**src/rtl/d2n_pkg.sv**
```systemverilog
// ----------------------------------------------------------------------------
// d2n_pkg
// Types and constants of the depth to normal map block.
// ----------------------------------------------------------------------------
package d2n_pkg;

  localparam int MAX_WIDTH  = 2048;
  localparam int MAX_HEIGHT = 4096;
  localparam int DEPTH_BITS = 24;
  localparam int FRAC_BITS  = 8;

  localparam int COL_W      = $clog2(MAX_WIDTH);
  localparam int ROW_W      = 12;
  localparam int WIDTH_W    = 12;
  localparam int HEIGHT_W   = 13;
  localparam int CELL_W     = DEPTH_BITS + 1;

  localparam int CFG_IDX_W  = 4;
  localparam int CFG_DATA_W = 16;

  localparam logic [CFG_IDX_W-1:0] REG_WIDTH  = CFG_IDX_W'(0);
  localparam logic [CFG_IDX_W-1:0] REG_HEIGHT = CFG_IDX_W'(1);

  typedef struct packed {
    logic signed [23:0] depth_value;
    logic               depth_absent;
    logic               frame_first;
  } in_beat_t;

  typedef struct packed {
    logic [10:0] pixel_column;
    logic [11:0] pixel_row;
    logic [7:0]  red;
    logic [7:0]  green;
    logic [7:0]  blue;
  } out_beat_t;

  typedef struct packed {
    logic accept;
    logic wr;
    logic slope;
    logic sq_x;
    logic sq_y;
    logic qsum;
    logic tgt;
    logic mul;
    logic cmp;
    logic load_out;
  } cmd_t;

  typedef struct packed {
    logic emit;
    logic ctr_absent;
    logic root_last;
    logic comp_last;
    logic out_free;
  } sts_t;

endpackage

```
**src/rtl/d2n_ctrl.sv**
```systemverilog
// ----------------------------------------------------------------------------
// d2n_ctrl
// Sequencer: line buffer access, slope, length and per-component root search.
// ----------------------------------------------------------------------------
module d2n_ctrl (
  input  logic          clk_i,
  input  logic          rst_ni,
  input  logic          in_valid_i,
  output logic          in_ready_o,
  input  d2n_pkg::sts_t sts_i,
  output d2n_pkg::cmd_t cmd_o
);

  localparam logic [3:0] S_IDLE  = 4'd0;
  localparam logic [3:0] S_READ  = 4'd1;
  localparam logic [3:0] S_WRITE = 4'd2;
  localparam logic [3:0] S_SLOPE = 4'd3;
  localparam logic [3:0] S_SQX   = 4'd4;
  localparam logic [3:0] S_SQY   = 4'd5;
  localparam logic [3:0] S_QSUM  = 4'd6;
  localparam logic [3:0] S_TGT   = 4'd7;
  localparam logic [3:0] S_MUL   = 4'd8;
  localparam logic [3:0] S_CMP   = 4'd9;
  localparam logic [3:0] S_FIN   = 4'd10;

  logic [3:0] state_q, state_d;

  always_ff @(posedge clk_i or negedge rst_ni) begin
    if (!rst_ni) begin
      state_q <= S_IDLE;
    end else begin
      state_q <= state_d;
    end
  end

  assign in_ready_o = (state_q == S_IDLE);

  always_comb begin
    state_d = state_q;
    cmd_o   = '0;
    case (state_q)
      S_IDLE: begin
        if (in_valid_i) begin
          cmd_o.accept = 1'b1;
          state_d      = S_READ;
        end
      end
      S_READ: state_d = S_WRITE;
      S_WRITE: begin
        cmd_o.wr = 1'b1;
        state_d  = sts_i.emit ? S_SLOPE : S_IDLE;
      end
      S_SLOPE: begin
        cmd_o.slope = 1'b1;
        state_d     = S_SQX;
      end
      S_SQX: begin
        state_d    = sts_i.ctr_absent ? S_FIN : S_SQY;
        cmd_o.sq_x = 1'b1;
      end
      S_SQY: begin
        cmd_o.sq_y = 1'b1;
        state_d    = S_QSUM;
      end
      S_QSUM: begin
        cmd_o.qsum = 1'b1;
        state_d    = S_TGT;
      end
      S_TGT: begin
        cmd_o.tgt = 1'b1;
        state_d   = S_MUL;
      end
      S_MUL: begin
        cmd_o.mul = 1'b1;
        state_d   = S_CMP;
      end
      S_CMP: begin
        cmd_o.cmp = 1'b1;
        if (sts_i.root_last) begin
          state_d = sts_i.comp_last ? S_FIN : S_TGT;
        end else begin
          state_d = S_MUL;
        end
      end
      S_FIN: begin
        if (sts_i.out_free) begin
          cmd_o.load_out = 1'b1;
          state_d        = S_IDLE;
        end
      end
      default: state_d = S_IDLE;
    endcase
  end

endmodule

```
**config.mk**
```make
export PLATFORM = sky130hd
export DESIGN_NAME = d2n_ctrl
export DESIGN_NICKNAME = d
export VERILOG_FILES = /design/src/rtl/d2n_pkg.sv /design/src/rtl/d2n_ctrl.sv
export SDC_FILE = /design/constraint.sdc
export NUM_CORES = 1
export LEC_CHECK = 0
export ABC_AREA = 1
export BUFFER_PORTS_ARGS = -buffer_cell sky130_fd_sc_hd__buf_2
export CAP_MARGIN = 20
export CORE_AREA = 2 2 39 41
export DETAILED_ROUTE_END_ITERATION = 8
export DIE_AREA = 0 0 41 43
export PLACE_DENSITY = 0.5
export SYNTH_ARGS = -nofsm -noshare
export SYNTH_HDL_FRONTEND = slang
export SYNTH_SLANG_ARGS = --single-unit
```
**constraint.sdc**
```tcl
create_clock -name clk_i -period 1.55 [get_ports clk_i]
set_input_delay 0.0775 -clock clk_i [delete_from_list [all_inputs] [get_ports clk_i]]
set_output_delay 0.0775 -clock clk_i [all_outputs]
set_load 0.02 [all_outputs]
```
==> flow_metrics.py <==
metrics = {
    "clocking": {
        "cts.hold.buffers_added": 1,
        "cts-buffers-inserted": 3,
        "clkTransAtPathRegs_ns": 0.03,
        "cts_sinks": 4,
        "post_cts_resize_count": 0,
        "cts_max_level": 1,
        "clock_latency_ns": 0.22,
        "post-cts-setup-buffers": 0,
        "clk_path_buf_depth": 2,
        "cts_tree": "done",
        "cts_root_buf": "clkbuf_4",
    },
    "critical_path": {
        "critPathLaunchType": "flop",
        "cp-end-kind": "output pin",
        "crit_arrival_ns": 1.23,
        "worstReg2RegStart": "state_q[1]",
        "path_class": "reg2out",
        "worstReg2RegEnd": "state_q[0]",
        "r2r_cells": 4,
        "cp.required_ns": 1.47,
        "r2r_setup_slack_ns": 0.47,
        "cp_max_fo": 4,
    },
    "timing": {
        "period_minus_slack_ns": 1.30,
        "max_freq_ghz": 0.767,
        "rsz0062_at_grt": "no",
        "period_share_pct": 84.1,
        "clock_skew_ns": 0.0000663,
        "hold_viol": 0,
        "tightest_slew_ns": 0.180,
        "finalSetupTns_ns": 0,
        "setup_viol_count_final": 0,
        "finalMaxSlewViolations": 0,
        "slew_headroom_pct": 87.9,
    },
    "worst_hold_path": {
        "min_to": "state_q[3]",
        "hold_start": "sts_i[3]",
        "min_path_type": "in2reg",
        "whs_path_depth": 3,
    },
    "final_layout": {
        "multi_input_area_um2": 221,
        "n_antenna_cell": 0,
        "largest_registers": "state_q (4)",
        "largest_reg_flops": 4,
        "ff_latch_area_um2": 100,
        "syn_to_final_growth_pct": 39.7,
        "final_nets": 90,
        "fill_cells": 161,
        "regMostFlops": "state_q",
        "drive_above_1_share_pct": 42.5,
    },
    "synthesis": {
        "synth_area_leader_cell": "dfrtp_1",
        "synth_top_area_share_pct": 27.9,
        "yosys_warnings": 0,
        "ys_types": 15,
        "syn-num-nets": 66,
        "syn_inst": 58,
        "yosys-top-cells-area": "dfrtp_1, nor2_1, nand2_1, nand2_2, nand3_1",
        "synth.cell_area_um2": 359,
        "postSynthRegisterBits": 4,
        "syn_avg_cell_area_um2": 6.19,
        "yosysSeqAreaShare_pct": 27.9,
    },
    "floorplanning": {
        "pin_count": 19,
        "dieArea_um2": 1760,
        "rows": 14,
        "initial_core_util_pct": 25.9,
        "die_x_um": 41,
        "die_h_um": 43,
        "fp.coreArea_um2": 1380,
    },
    "drt": {
        "avgRoutedWirePerCell_um": 8.89,
        "vias": 431,
        "avgViaCountPerCell": 4.49,
        "wl_met1_um": 391,
        "dr.pass1.iters": 4,
        "dr_wl_met2_um": 407,
        "detail-route-antenna-nets": 0,
        "highest_layer": "met3",
        "wl_met3_um": 54,
        "totalWireLength_um": 853,
        "drc": 0,
        "drtIter0Drc": 10,
    },
    "placement": {
        "place.gp.congestion": 0.826,
        "io_buffers": 18,
        "dp_hpwl_um": 760,
    },
    "global_route": {
        "grt_pass1_wl_um": 1390,
        "grt_usage_pct": 11.3,
        "antenna_found_initial": 0,
        "grt_max_degree": 6,
        "grt.overflow.total": 0,
        "grt_pass1_vias": 359,
    },
    "job": {
        "drv_cap": 0,
    },
    "power": {
        "power_mw": 0.868,
        "power_density_nw_per_um2": 1730,
        "p_leak_nw": 0.302,
        "ir_drop_uv": 621,
    },
    "outcome": {
        "outcome": "completed",
    },
}
-- how the worst max path moves through the flow --
stage | cells after the start | slack [ns] | from | end
after floorplan | 5 | 0.35 | state_q[1] | state_q[3]
after global routing | 4 | 0.09 | state_q[0] | cmd_o[9]
after detailed placement | 4 | 0.47 | state_q[1] | state_q[0]
after CTS | 4 | 0.22 | state_q[1] | cmd_o[9]
after global placement | 4 | 0.44 | state_q[0] | state_q[0]
final | 4 | 0.25 | state_q[1] | cmd_o[9]
-- through the flow --
step                      util (%)  cell area, um2  hold WS [ns]  setup WS [ns]  cells
after floorplan                  -             359        -0.218          0.352     58
after global placement        33.9             469        -0.113          0.437     92
after detailed placement      33.9             469        -0.113          0.469     92
after CTS                     36.3             502         0.132          0.225     96
after global routing          36.3             502         0.142         0.0925     96
final                         36.3             502         0.135          0.246     96
-- synth_stat cells (all sizes together) --
| library cell | instances |
|---|---|
| nor2 | 17 |
| nand2 | 12 |
| inv | 10 |
| nand3 | 5 |
| dfrtp | 4 |
| nor3 | 4 |
| o21ai | 3 |
| nand4 | 2 |
| nand3b | 1 |
-- area by class of cell --
class,count,share of cell area [%]
timing repair buffer,19,20.0
clock buffer,3,4.49
tap,16,3.99
inverter,10,7.48
multi-input combinational,44,44.1
sequential,4,20.0
-- logic make-up (layout without fill, tap and decap cells) --
family	count (synthesis)	in the layout	share of synthesized area, %
AOI/OAI and AO/OA	3	3	4.18
buffers and inverters	10	32	10.5
DFF	4	4	27.9
and+or+nand+nor	41	41	57.5
-- power by group --
group | switching [mW] | internal (mW)
registers | 0.0503 | 0.148
clock network | 0.0348 | 0.0861
logic | 0.371 | 0.178
total | 0.456 | 0.412
-- critical path, stage by stage, from the launching register on --
cell and delay [ns]:
dfrtp_1 0.41, nor2_1 0.19, nand3_1 0.14, nor2_1 0.10, buf_2 0.16
-- per-layer routing --
layer | GRT usage [%] | vias up
li1 | - | 228
met5 | 0 | -
met2 | 17.2 | 10
met1 | 14.8 | 193
met4 | 4.00 | 0
met3 | 3.14 | 0
-- cells in the final DEF (no fill, tap or decap) --
cell	Yosys	layout
inv_2	4	4
nand3_1	5	5
nand2_1	8	8
inv_1	6	6
nor2_4	1	1
clkbuf_4	0	3
dlygate4sd3_1	0	1
dfrtp_1	4	4
buf_2	0	18
nand2_2	4	4
nor3_1	2	2
o21ai_0	2	2
nand4_1	2	2
nor2_2	2	2
nand3b_1	1	1
nor3_2	2	2
o21ai_1	1	1
nor2_1	14	14
Power figures use the tool's default switching activity.
