==> config.mk <==
export PLATFORM = sky130hd
export DESIGN_NAME = d2n_ram
export DESIGN_NICKNAME = d
export VERILOG_FILES = /design/src/rtl/d2n_ram.sv
export SDC_FILE = /design/constraint.sdc
export NUM_CORES = 1
export LEC_CHECK = 0
export BUFFER_PORTS_ARGS = -buffer_cell sky130_fd_sc_hd__buf_4
export CAP_MARGIN = 15
export CELL_PAD_IN_SITES_DETAIL_PLACEMENT = 1
export CELL_PAD_IN_SITES_GLOBAL_PLACEMENT = 1
export CORE_UTILIZATION = 45
export DETAILED_ROUTE_END_ITERATION = 7
export PLACE_DENSITY = 0.66
export SLEW_MARGIN = 20
export SYNTH_ARGS = -nofsm -noshare
export SYNTH_HDL_FRONTEND = slang
export SYNTH_SLANG_ARGS = --single-unit
==> constraint.sdc <==
create_clock -name clk_i -period 2 [get_ports clk_i]
set_input_delay 0.4 -clock clk_i [delete_from_list [all_inputs] [get_ports clk_i]]
set_output_delay 0.4 -clock clk_i [all_outputs]
set_load 0.005 [all_outputs]
==> src/rtl/d2n_ram.sv <==
// ----------------------------------------------------------------------------
// d2n_ram
// Simple dual-port RAM, one write and one registered read port.
// ----------------------------------------------------------------------------
module d2n_ram #(
  parameter int WIDTH = 8,
  parameter int DEPTH = 16
) (
  input  logic                     clk_i,
  input  logic                     we_i,
  input  logic [$clog2(DEPTH)-1:0] waddr_i,
  input  logic [WIDTH-1:0]         wdata_i,
  input  logic [$clog2(DEPTH)-1:0] raddr_i,
  output logic [WIDTH-1:0]         rdata_o
);

  logic [WIDTH-1:0] mem_q [DEPTH];

  always_ff @(posedge clk_i) begin
    if (we_i) begin
      mem_q[waddr_i] <= wdata_i;
    end
    rdata_o <= mem_q[raddr_i];
  end

endmodule

==> impl_metrics.tcl, run 1 <==
set metrics [dict create \
    outcome "finished clean" \
    clk-insertion-delay-late_ns 0.42 \
    p_int_mw 5.65 \
    die_y_um 109 \
    io_pins 26 \
    fin_skew_ns 0.0122 \
    fillers 935 \
    route.detailed.drc 0 \
    final.min_clock_period_ns 1.46 \
    grt_pass1_wl_mm 17.3 \
    crit_required_ns 2.29 \
    dr.pass1.iters 4 \
    p_sw_mw 1.34 \
    clk_pin_slew_worst_paths_ns 0.06 \
    clock_power_share_pct 49.3 \
    postCtsHoldBufs 0 \
    dp_hpwl_mm 7.27 \
    hold_path.class "primary input to register" \
    synth_top_area_cell "edfxtp_1" \
    gp_congestion 0.729 \
    antenna_cells 0 \
    p_per_area_nw_per_um2 1110 \
    cellLeakagePower_nw 2.16 \
    grt_use_total_pct 22.0 \
    start_util_pct 46.9 \
    hold_viol 0 \
    synth_top_area_share_pct 74.7 \
    seq_area_um2 4000 \
    synth.distinct_cells 19 \
    core_area_um2 11000 \
    gr-total-overflow 0 \
    maxSlewHeadroom_pct 73.4 \
    multi_input_area_um2 1060 \
    postSynthCellCount 229 \
    synth-main-ff-cell "edfxtp_1" \
    detail_route.wl_per_cell_um 26.2 \
    avgSynthCellArea_um2 22.5 \
    p_sw_share_pct 19.2 \
    postSynthNetCount 247 \
    drt_iter0_drc 168 \
    clockBufferDepth 2 \
    ys_ff_latch 136 \
    core.rowCount 38 \
    cts-root-buf "clkbuf_16" \
    p_seq_share_pct 45.9 \
    drive_gt1_share_pct 32.6 \
    vdd_drop_max_uv 658 \
    fin_util_pct 57.3 \
    fmax_mhz 684 \
    grt_antenna_before_repair 0 \
    tns_ns 0 \
    synth_area_um2 5150 \
    setup_viol 0 \
    synth_seq_area_share_pct 77.8 \
    drv_cap 0 \
    routed_wl_mm 11.5 \
    synth_warnings 0 \
    post-route-period-util_pct 73.1 \
    worstMarginPinSlew_ns 0.399 \
    layout.nets 303 \
    die-area_um2 11900 \
    cts_setup_buffers 0 \
    crit_path_max_fanout 1 \
    numCtsBuffers 17 \
    die_x_um 109 \
    vias 2505 \
    grt_pass1_vias 2670 \
    critPathKind "register to register" \
    drtAntennaViolNets 0 \
    grt_max_degree 18 \
    syn2layout_area_growth_pct 22.2 \
    layout_common_cells "edfxtp_1, buf_4, mux4_2" \
    synth_area_leaders "edfxtp_1, mux4_2, mux4_1" \
    vias_per_cell 5.72 \
    cts-resized-gates 0 \
    arrival_ns 1.75 \
    rsz0062_at_grt "false" \
    portBuffers 25 \
    maxSlewViolCount 0 \
    end_kind "register" \
    htreeDepth 4 \
    combPwrFrac_pct 4.8 \
    synth-async-reset-ratio_pct 0 \
    worst_setup_path_start_kind "register" \
    tritoncts "yes" \
    clock-sinks 136 \
    synth-edff-count 128 \
    layout_commonest_cell "edfxtp_1" \
]
[layout make-up]
type	instances	share of cell area, %
clock buffers	21	7.48
flip-flops and latches	136	63.6
clock inverters	11	3.08
multi-input cells	83	16.8
well taps	140	2.78
repair buffers	47	6.21
[worst max-delay path, stage by stage (launching register included)]
cell and delay, ns:
edfxtp_1 0.37, mux4_1 0.55, a22oi_1 0.31, nand2_1 0.11
[path summary, 6_finish.rpt]
kind	startpoint	end	slack, ns	cells after the start
max	mem_q[1][1]	rdata_o[1]	0.54	3
min	wdata_i[3]	mem_q[2][3]	0.30	1
max reg2reg	mem_q[1][1]	rdata_o[1]	0.54	3
min reg2reg	mem_q[12][6]	rdata_o[6]	0.68	3
[per-layer routing]
metal  up-vias  track usage [%]  wire length, um  part of all wire [%]
li1       1087                -                -                     -
met1      1313             30.5             5130                    45
met2        84             33.1             5500                    48
met3        21             5.14              594                   5.2
met4         0             10.2              257                   2.2
met5         -                0                0                     0
[flip-flops by register name (all words and copies together) (netlist names)]
name,cells
mem_q,128
rdata_o,8
[cells in the mapped netlist, types with 2 or more instances]
cell type and instances:
mux4_1 14, nand2b_1 2, buf_6 3, nor3_1 4, buf_2 3, nand3b_1 2
mux4_2 18, nand2_1 9, a22oi_1 16, dfxtp_1 8, nor2_1 13, edfxtp_1 128
clkdlybuf4s25_2 3
[cell families (layout without fill, tap and decap cells)]
| logic type | after synthesis | after routing | synth area share, % |
|---|---|---|---|
| buffers and inverters | 10 | 79 | 1.68 |
| DFF | 136 | 136 | 77.8 |
| and+or+nand+nor | 35 | 35 | 3.18 |
| muxes | 32 | 32 | 15.0 |
| AOI/OAI and AO/OA | 16 | 16 | 2.33 |
[power by group through the flow]
stage	combinational, mW	clock (mW)	sequential (mW)
after global placement	0.330	0	3.27
after detailed placement	0.339	0	3.27
after floorplan	0.162	0	3.26
final	0.334	3.45	3.21
after CTS	0.342	3.49	3.21
after global routing	0.362	3.59	3.22
[per-stage QoR]
step                      total power, mW  area [um^2]  hold WS, ns  cells  worst slack (ns)
after floorplan                      3.42         5150        0.499    229             0.107
after global placement               3.60         5630        0.659    406             0.116
after detailed placement             3.61         5630        0.677    406             0.120
after CTS                            7.04         6290        0.298    438             0.518
after global routing                 7.17         6290        0.306    438             0.460
final                                7.00         6290        0.301    438             0.538
No activity file was read; power rests on OpenSTA's default activity.
==> inputs of run 2 (changes only) <==
--- a/config.mk
+++ b/config.mk
@@ -5,13 +5,14 @@
 export SDC_FILE = /design/constraint.sdc
 export NUM_CORES = 1
 export LEC_CHECK = 0
+export ABC_AREA = 1
 export BUFFER_PORTS_ARGS = -buffer_cell sky130_fd_sc_hd__buf_4
 export CAP_MARGIN = 15
 export CELL_PAD_IN_SITES_DETAIL_PLACEMENT = 1
 export CELL_PAD_IN_SITES_GLOBAL_PLACEMENT = 1
 export CORE_UTILIZATION = 45
 export DETAILED_ROUTE_END_ITERATION = 7
-export PLACE_DENSITY = 0.66
+export PLACE_DENSITY = 0.72
 export SLEW_MARGIN = 20
 export SYNTH_ARGS = -nofsm -noshare
 export SYNTH_HDL_FRONTEND = slang
==> constraint.sdc (replaced) <==
create_clock -name clk_i -period 1.55 [get_ports clk_i]
set_input_delay 0.31 -clock clk_i [delete_from_list [all_inputs] [get_ports clk_i]]
set_output_delay 0.31 -clock clk_i [all_outputs]
set_load 0.005 [all_outputs]
==> impl_metrics.tcl, run 2 <==
set metrics [dict create \
    postSynthCellCount 551 \
    r2r-end "rdata_o[6]" \
    crit_slowest_cell "dfxtp_1" \
    p_total_mw 8.29 \
    hold_viol 0 \
    syn2layout_area_growth_pct 17.3 \
    start_util_pct 47.0 \
    dpl_worst_slack_ns 0.148 \
    grt_pass1_vias 4255 \
    largest_reg_flops 128 \
    cellLeakagePower_nw 2.95 \
    drive_gt1_share_pct 12.8 \
    layout_commonest_cell "nand2_1" \
    clockBufferDepth 2 \
    grt_antenna_before_repair 0 \
    drv_cap 0 \
    routed_wl_mm 14.5 \
    synth-async-reset-ratio_pct 0 \
    outcome "finished clean" \
    grt_max_degree 44 \
    cts-root-buf "clkbuf_16" \
    grt_pass1_wl_mm 23.2 \
    synth_top_area_share_pct 66.7 \
    synth_top_area_cell "edfxtp_1" \
    avgSynthCellArea_um2 10.5 \
    crit_start "rdata_o[0]" \
    fin_skew_ns 0.00827 \
    synth.most_common_cell "nand2_1" \
    cts-resized-gates 0 \
    drt_iter0_drc 256 \
    r2r_slack_ns 0.50 \
    postCtsHoldBufs 0 \
    route.detailed.drc 0 \
    fin_util_pct 55.2 \
    final.min_clock_period_ns 1.22 \
    dp_hpwl_mm 9.22 \
    htreeDepth 4 \
    detail_route.wl_per_cell_um 18.7 \
    layout.nets 615 \
    p_per_area_nw_per_um2 1230 \
    vias_per_cell 5.06 \
    grt_use_total_pct 24.7 \
    cpLargestDelayFamily "flip-flops" \
    clk-insertion-delay-late_ns 0.42 \
    top_regs "mem_q: 128 flops, rdata_o: 8 flops" \
    crit_path_max_incr_delay_ns 0.37 \
    vias 3932 \
    rsz0062_at_grt "false" \
    synth_seq_area_share_pct 69.4 \
    antenna_cells 0 \
    core_area_um2 12300 \
    hold_path.class "primary input to register" \
    synth-main-ff-cell "edfxtp_1" \
    numCtsBuffers 17 \
    clk_pin_slew_worst_paths_ns 0.05 \
    worstMarginPinSlew_ns 0.258 \
    gr-total-overflow 0 \
    maxSlewHeadroom_pct 82.8 \
    cts_setup_buffers 0 \
    synth.distinct_cells 12 \
    synth_warnings 0 \
    regMostFlops "mem_q" \
    portBuffers 25 \
    reg2reg_from "mem_q[1][6]" \
    fmax_mhz 818 \
    setup_viol 0 \
    path_cells "buf_4" \
    gp_congestion 0.784 \
    crit_buf_inv 1 \
    end_kind "output pin" \
    worstSetupEndpoint "rdata_o[0]" \
    reg2regPathDepth 6 \
    die-area_um2 13300 \
    tns_ns 0 \
    tritoncts "yes" \
    ys_ff_latch 136 \
    core.rowCount 40 \
    synth_area_um2 5770 \
    synth_area_leaders "edfxtp_1, nand2_1, nand3_1" \
    vdd_drop_max_uv 635 \
    layout_setup_ws_ns 0.327 \
    drtAntennaViolNets 0 \
    synth-edff-count 128 \
    critPathKind "register to output pin" \
    io_pins 26 \
    die_x_um 115 \
    synth_common_cells "nand2_1, edfxtp_1, inv_1" \
    post-route-period-util_pct 78.9 \
    maxSlewViolCount 0 \
    crit_path_max_fanout 1 \
    die_y_um 115 \
    worst-path-stages 1 \
    postSynthNetCount 569 \
    worst_setup_path_start_kind "register" \
    clock-sinks 136 \
    crit_required_ns 1.24 \
    arrival_ns 0.91 \
    layout_common_cells "nand2_1, edfxtp_1, inv_1" \
    dr.pass1.iters 4 \
]
## run 2: worst min path at each step
stage | start | cells past startpoint | end
6_report | raddr_i[3] | 3 | rdata_o[1]
5_1_grt | raddr_i[3] | 3 | rdata_o[1]
4_1_cts | raddr_i[3] | 3 | rdata_o[1]
3_5_place_dp | raddr_i[3] | 3 | rdata_o[1]
3_3_place_gp | raddr_i[3] | 3 | rdata_o[3]
2_1_floorplan | wdata_i[0] | 0 | mem_q[0][0]
## run 2: power breakdown
group,switching [mW],internal (mW),total [mW]
logic,0.371,0.191,0.562
registers,0.0257,4.11,4.14
clock network,1.40,2.19,3.59
## run 2: cells by family (layout without fill, tap and decap cells)
| group | after synthesis | after routing | share of synthesized area [%] |
|---|---|---|---|
| and+or+nand+nor | 289 | 289 | 21.0 |
| DFF | 136 | 136 | 69.4 |
| buffers and inverters | 126 | 184 | 9.52 |
## run 2: per-stage QoR
| step | instance area (um^2) | cells | hold slack (ns) |
|---|---|---|---|
| finish | 6770 | 777 | 0.222 |
| global route | 6770 | 777 | 0.239 |
| CTS | 6770 | 777 | 0.210 |
| detailed placement | 6240 | 746 | 0.648 |
| global placement | 6240 | 746 | 0.630 |
| floorplan | 5770 | 551 | 0.409 |
## run 2: per-layer routing
layer	GRT usage, %	part of all wire [%]
met5	0	0
met4	10.3	1.8
met3	5.11	4.7
met2	40.6	50
met1	31.9	44
## run 2: cell type report
type	count	area [um^2]
Sequential cell	136	4000
Fill cell	1311	5500
Timing Repair Buffer	51	433
Clock buffer	27	503
Tap cell	168	210
Clock inverter	4	20.0
Multi-Input combinational cell	289	1210
Inverter	102	383
==> inputs of run 3 (changes only) <==
--- a/config.mk
+++ b/config.mk
@@ -5,14 +5,14 @@
 export SDC_FILE = /design/constraint.sdc
 export NUM_CORES = 1
 export LEC_CHECK = 0
-export ABC_AREA = 1
+export ABC_AREA = 0
 export BUFFER_PORTS_ARGS = -buffer_cell sky130_fd_sc_hd__buf_4
 export CAP_MARGIN = 15
 export CELL_PAD_IN_SITES_DETAIL_PLACEMENT = 1
 export CELL_PAD_IN_SITES_GLOBAL_PLACEMENT = 1
 export CORE_UTILIZATION = 45
 export DETAILED_ROUTE_END_ITERATION = 7
-export PLACE_DENSITY = 0.72
+export PLACE_DENSITY = 0.66
 export SLEW_MARGIN = 20
 export SYNTH_ARGS = -nofsm -noshare
 export SYNTH_HDL_FRONTEND = slang
==> constraint.sdc (replaced) <==
create_clock -name clk_i -period 1.2 [get_ports clk_i]
set_input_delay 0.24 -clock clk_i [delete_from_list [all_inputs] [get_ports clk_i]]
set_output_delay 0.24 -clock clk_i [all_outputs]
set_load 0.005 [all_outputs]
==> impl_metrics.tcl, run 3 (synthesis results as in run 1) <==
set metrics [dict create \
    routed_wl_mm 10.7 \
    hold_viol 0 \
    detail_route.wl_per_cell_um 23.9 \
    p_per_area_nw_per_um2 1740 \
    clk_pin_slew_worst_paths_ns 0.05 \
    combPwrFrac_pct 5.5 \
    layout_commonest_cell "edfxtp_1" \
    p_sw_share_pct 19.5 \
    crit_path_max_incr_delay_ns 0.49 \
    htreeDepth 4 \
    largest_reg_flops 128 \
    clock_power_share_pct 47.0 \
    grt_pass1_vias 2764 \
    gp_congestion 0.728 \
    clock-sinks 136 \
    rsz0062_at_grt "true" \
    fin_skew_ns 0.00645 \
    p_int_mw 9.07 \
    p_total_mw 11.3 \
    drv_cap 0 \
    top_regs "mem_q: 128 flops, rdata_o: 8 flops" \
    grt_max_degree 17 \
    drive_gt1_share_pct 43.3 \
    grt_use_total_pct 20.7 \
    layout_setup_ws_ns -0.0894 \
    vias_per_cell 5.53 \
    cellLeakagePower_nw 2.17 \
    vias 2470 \
    fmax_mhz 776 \
    grt_pass1_wl_mm 16.4 \
    portBuffers 25 \
    core.rowCount 38 \
    worstMarginPinSlew_ns 0.913 \
    violations "negative setup slack" \
    maxSlewHeadroom_pct 39.0 \
    dr.pass1.iters 4 \
    regMostFlops "mem_q" \
    layoutNonFillerInstCount 447 \
    crit_required_ns 1.49 \
    arrival_ns 1.58 \
    layout.nets 312 \
    die_y_um 109 \
    setup_viol 8 \
    die-area_um2 11900 \
    cts-root-buf "clkbuf_16" \
    post-route-period-util_pct 107 \
    dp_hpwl_mm 6.89 \
    start_util_pct 46.9 \
    critPathKind "register to register" \
    outcome "finished with violations" \
    layout_common_cells "edfxtp_1, buf_4, mux4_2" \
    end_kind "register" \
    worst_setup_path_start_kind "register" \
    p_sw_mw 2.20 \
    route.detailed.drc 0 \
    final.min_clock_period_ns 1.29 \
    grt_antenna_before_repair 0 \
    crit_slowest_cell "mux4_2" \
    hold_slack_ns 0.133 \
    drtAntennaViolNets 0 \
    fillers 931 \
    gr-total-overflow 0 \
    die_x_um 109 \
    io_pins 26 \
    path_cells "mux4_2, a22oi_2, nand2_1" \
    p_seq_share_pct 47.5 \
    tns_ns -0.537 \
    hold_path.class "primary input to register" \
    core_area_um2 11000 \
    antenna_cells 0 \
    tritoncts "yes" \
    numCtsBuffers 17 \
    syn2layout_area_growth_pct 26.2 \
    postCtsHoldBufs 0 \
    fin_util_pct 59.1 \
    drt_iter0_drc 131 \
    vdd_drop_max_uv 862 \
    clk-insertion-delay-late_ns 0.41 \
    clockBufferDepth 2 \
    crit_path_max_fanout 1 \
    maxSlewViolCount 0 \
    dp.cells 415 \
]
[run 3: cell count changes in the layout (fill, tap and decap cells not counted), moves of 5 or more]
| cell | previous run | this run |
|---|---|---|
| a22oi_2 | 0 | 5 |
| clkbuf_1 | 6 | 1 |
| buf_12 | 4 | 15 |
| nand2_1 | 173 | 9 |
| a22oi_1 | 0 | 11 |
| inv_1 | 100 | 0 |
| nor2_1 | 17 | 5 |
| mux4_2 | 0 | 31 |
| nand3_1 | 97 | 1 |
| buf_4 | 47 | 41 |
| nor2_2 | 0 | 5 |
[run 3: final cells by class]
class                      count  area, um^2  area share (%)
multi-input combinational     83        1100            16.9
clock inverter                14         181            2.79
clock buffer                  18         429            6.61
timing repair buffer          56         608            9.36
sequential                   136        4000            61.6
tap                          140         175            2.70
[run 3: through the flow]
step	instance area (um^2)	setup WS, ns
after floorplan	5200	-0.173
after global placement	5860	-0.492
after detailed placement	5860	-0.527
after CTS	6490	-0.111
after global routing	6490	-0.146
final	6490	-0.0894
[run 3: critical path: cells and delay by family, from the launching register on]
| family | cells | cell delay [ns] |
|---|---|---|
| AO/OA/AOI/OAI | 1 | 0.24 |
| flip-flops | 1 | 0.36 |
| multiplexers | 1 | 0.49 |
| AND/OR/NAND/NOR | 1 | 0.07 |
[run 3: path summary, 6_finish.rpt]
kind	start	endpoint	slack [ns]	cells past startpoint
worst min register to register	mem_q[7][7]	rdata_o[7]	0.68	3
worst min-delay path	wdata_i[5]	mem_q[9][5]	0.13	1
worst max register to register	mem_q[3][4]	rdata_o[4]	-0.09	3
worst max-delay path	mem_q[3][4]	rdata_o[4]	-0.09	3
[run 3: repair_timing]
item | 4_1_cts | 5_1_grt
resized for setup | 4 | 1
cloned | 0 | 0
setup buffers | 0 | 0
setup endpoints to repair | 8 | 8
[run 3: power groups by stage]
stage / Clock, mW / Combinational, mW / Sequential, mW
after CTS: 5.41 / 0.632 / 5.35
after global placement: 0 / 0.601 / 5.45
final: 5.30 / 0.622 / 5.35
after global routing: 5.57 / 0.671 / 5.36
after floorplan: 0 / 0.306 / 5.44
after detailed placement: 0 / 0.616 / 5.45
[run 3: per-layer routing]
metal	global-route usage [%]	vias up	share of wire, %	wire length [um]
met1	26.1	1298	43	4580
met4	8.20	0	1.5	160
met5	0	-	0	0
li1	-	1092	-	-
met2	34.1	65	52	5550
met3	5.62	15	3.6	388
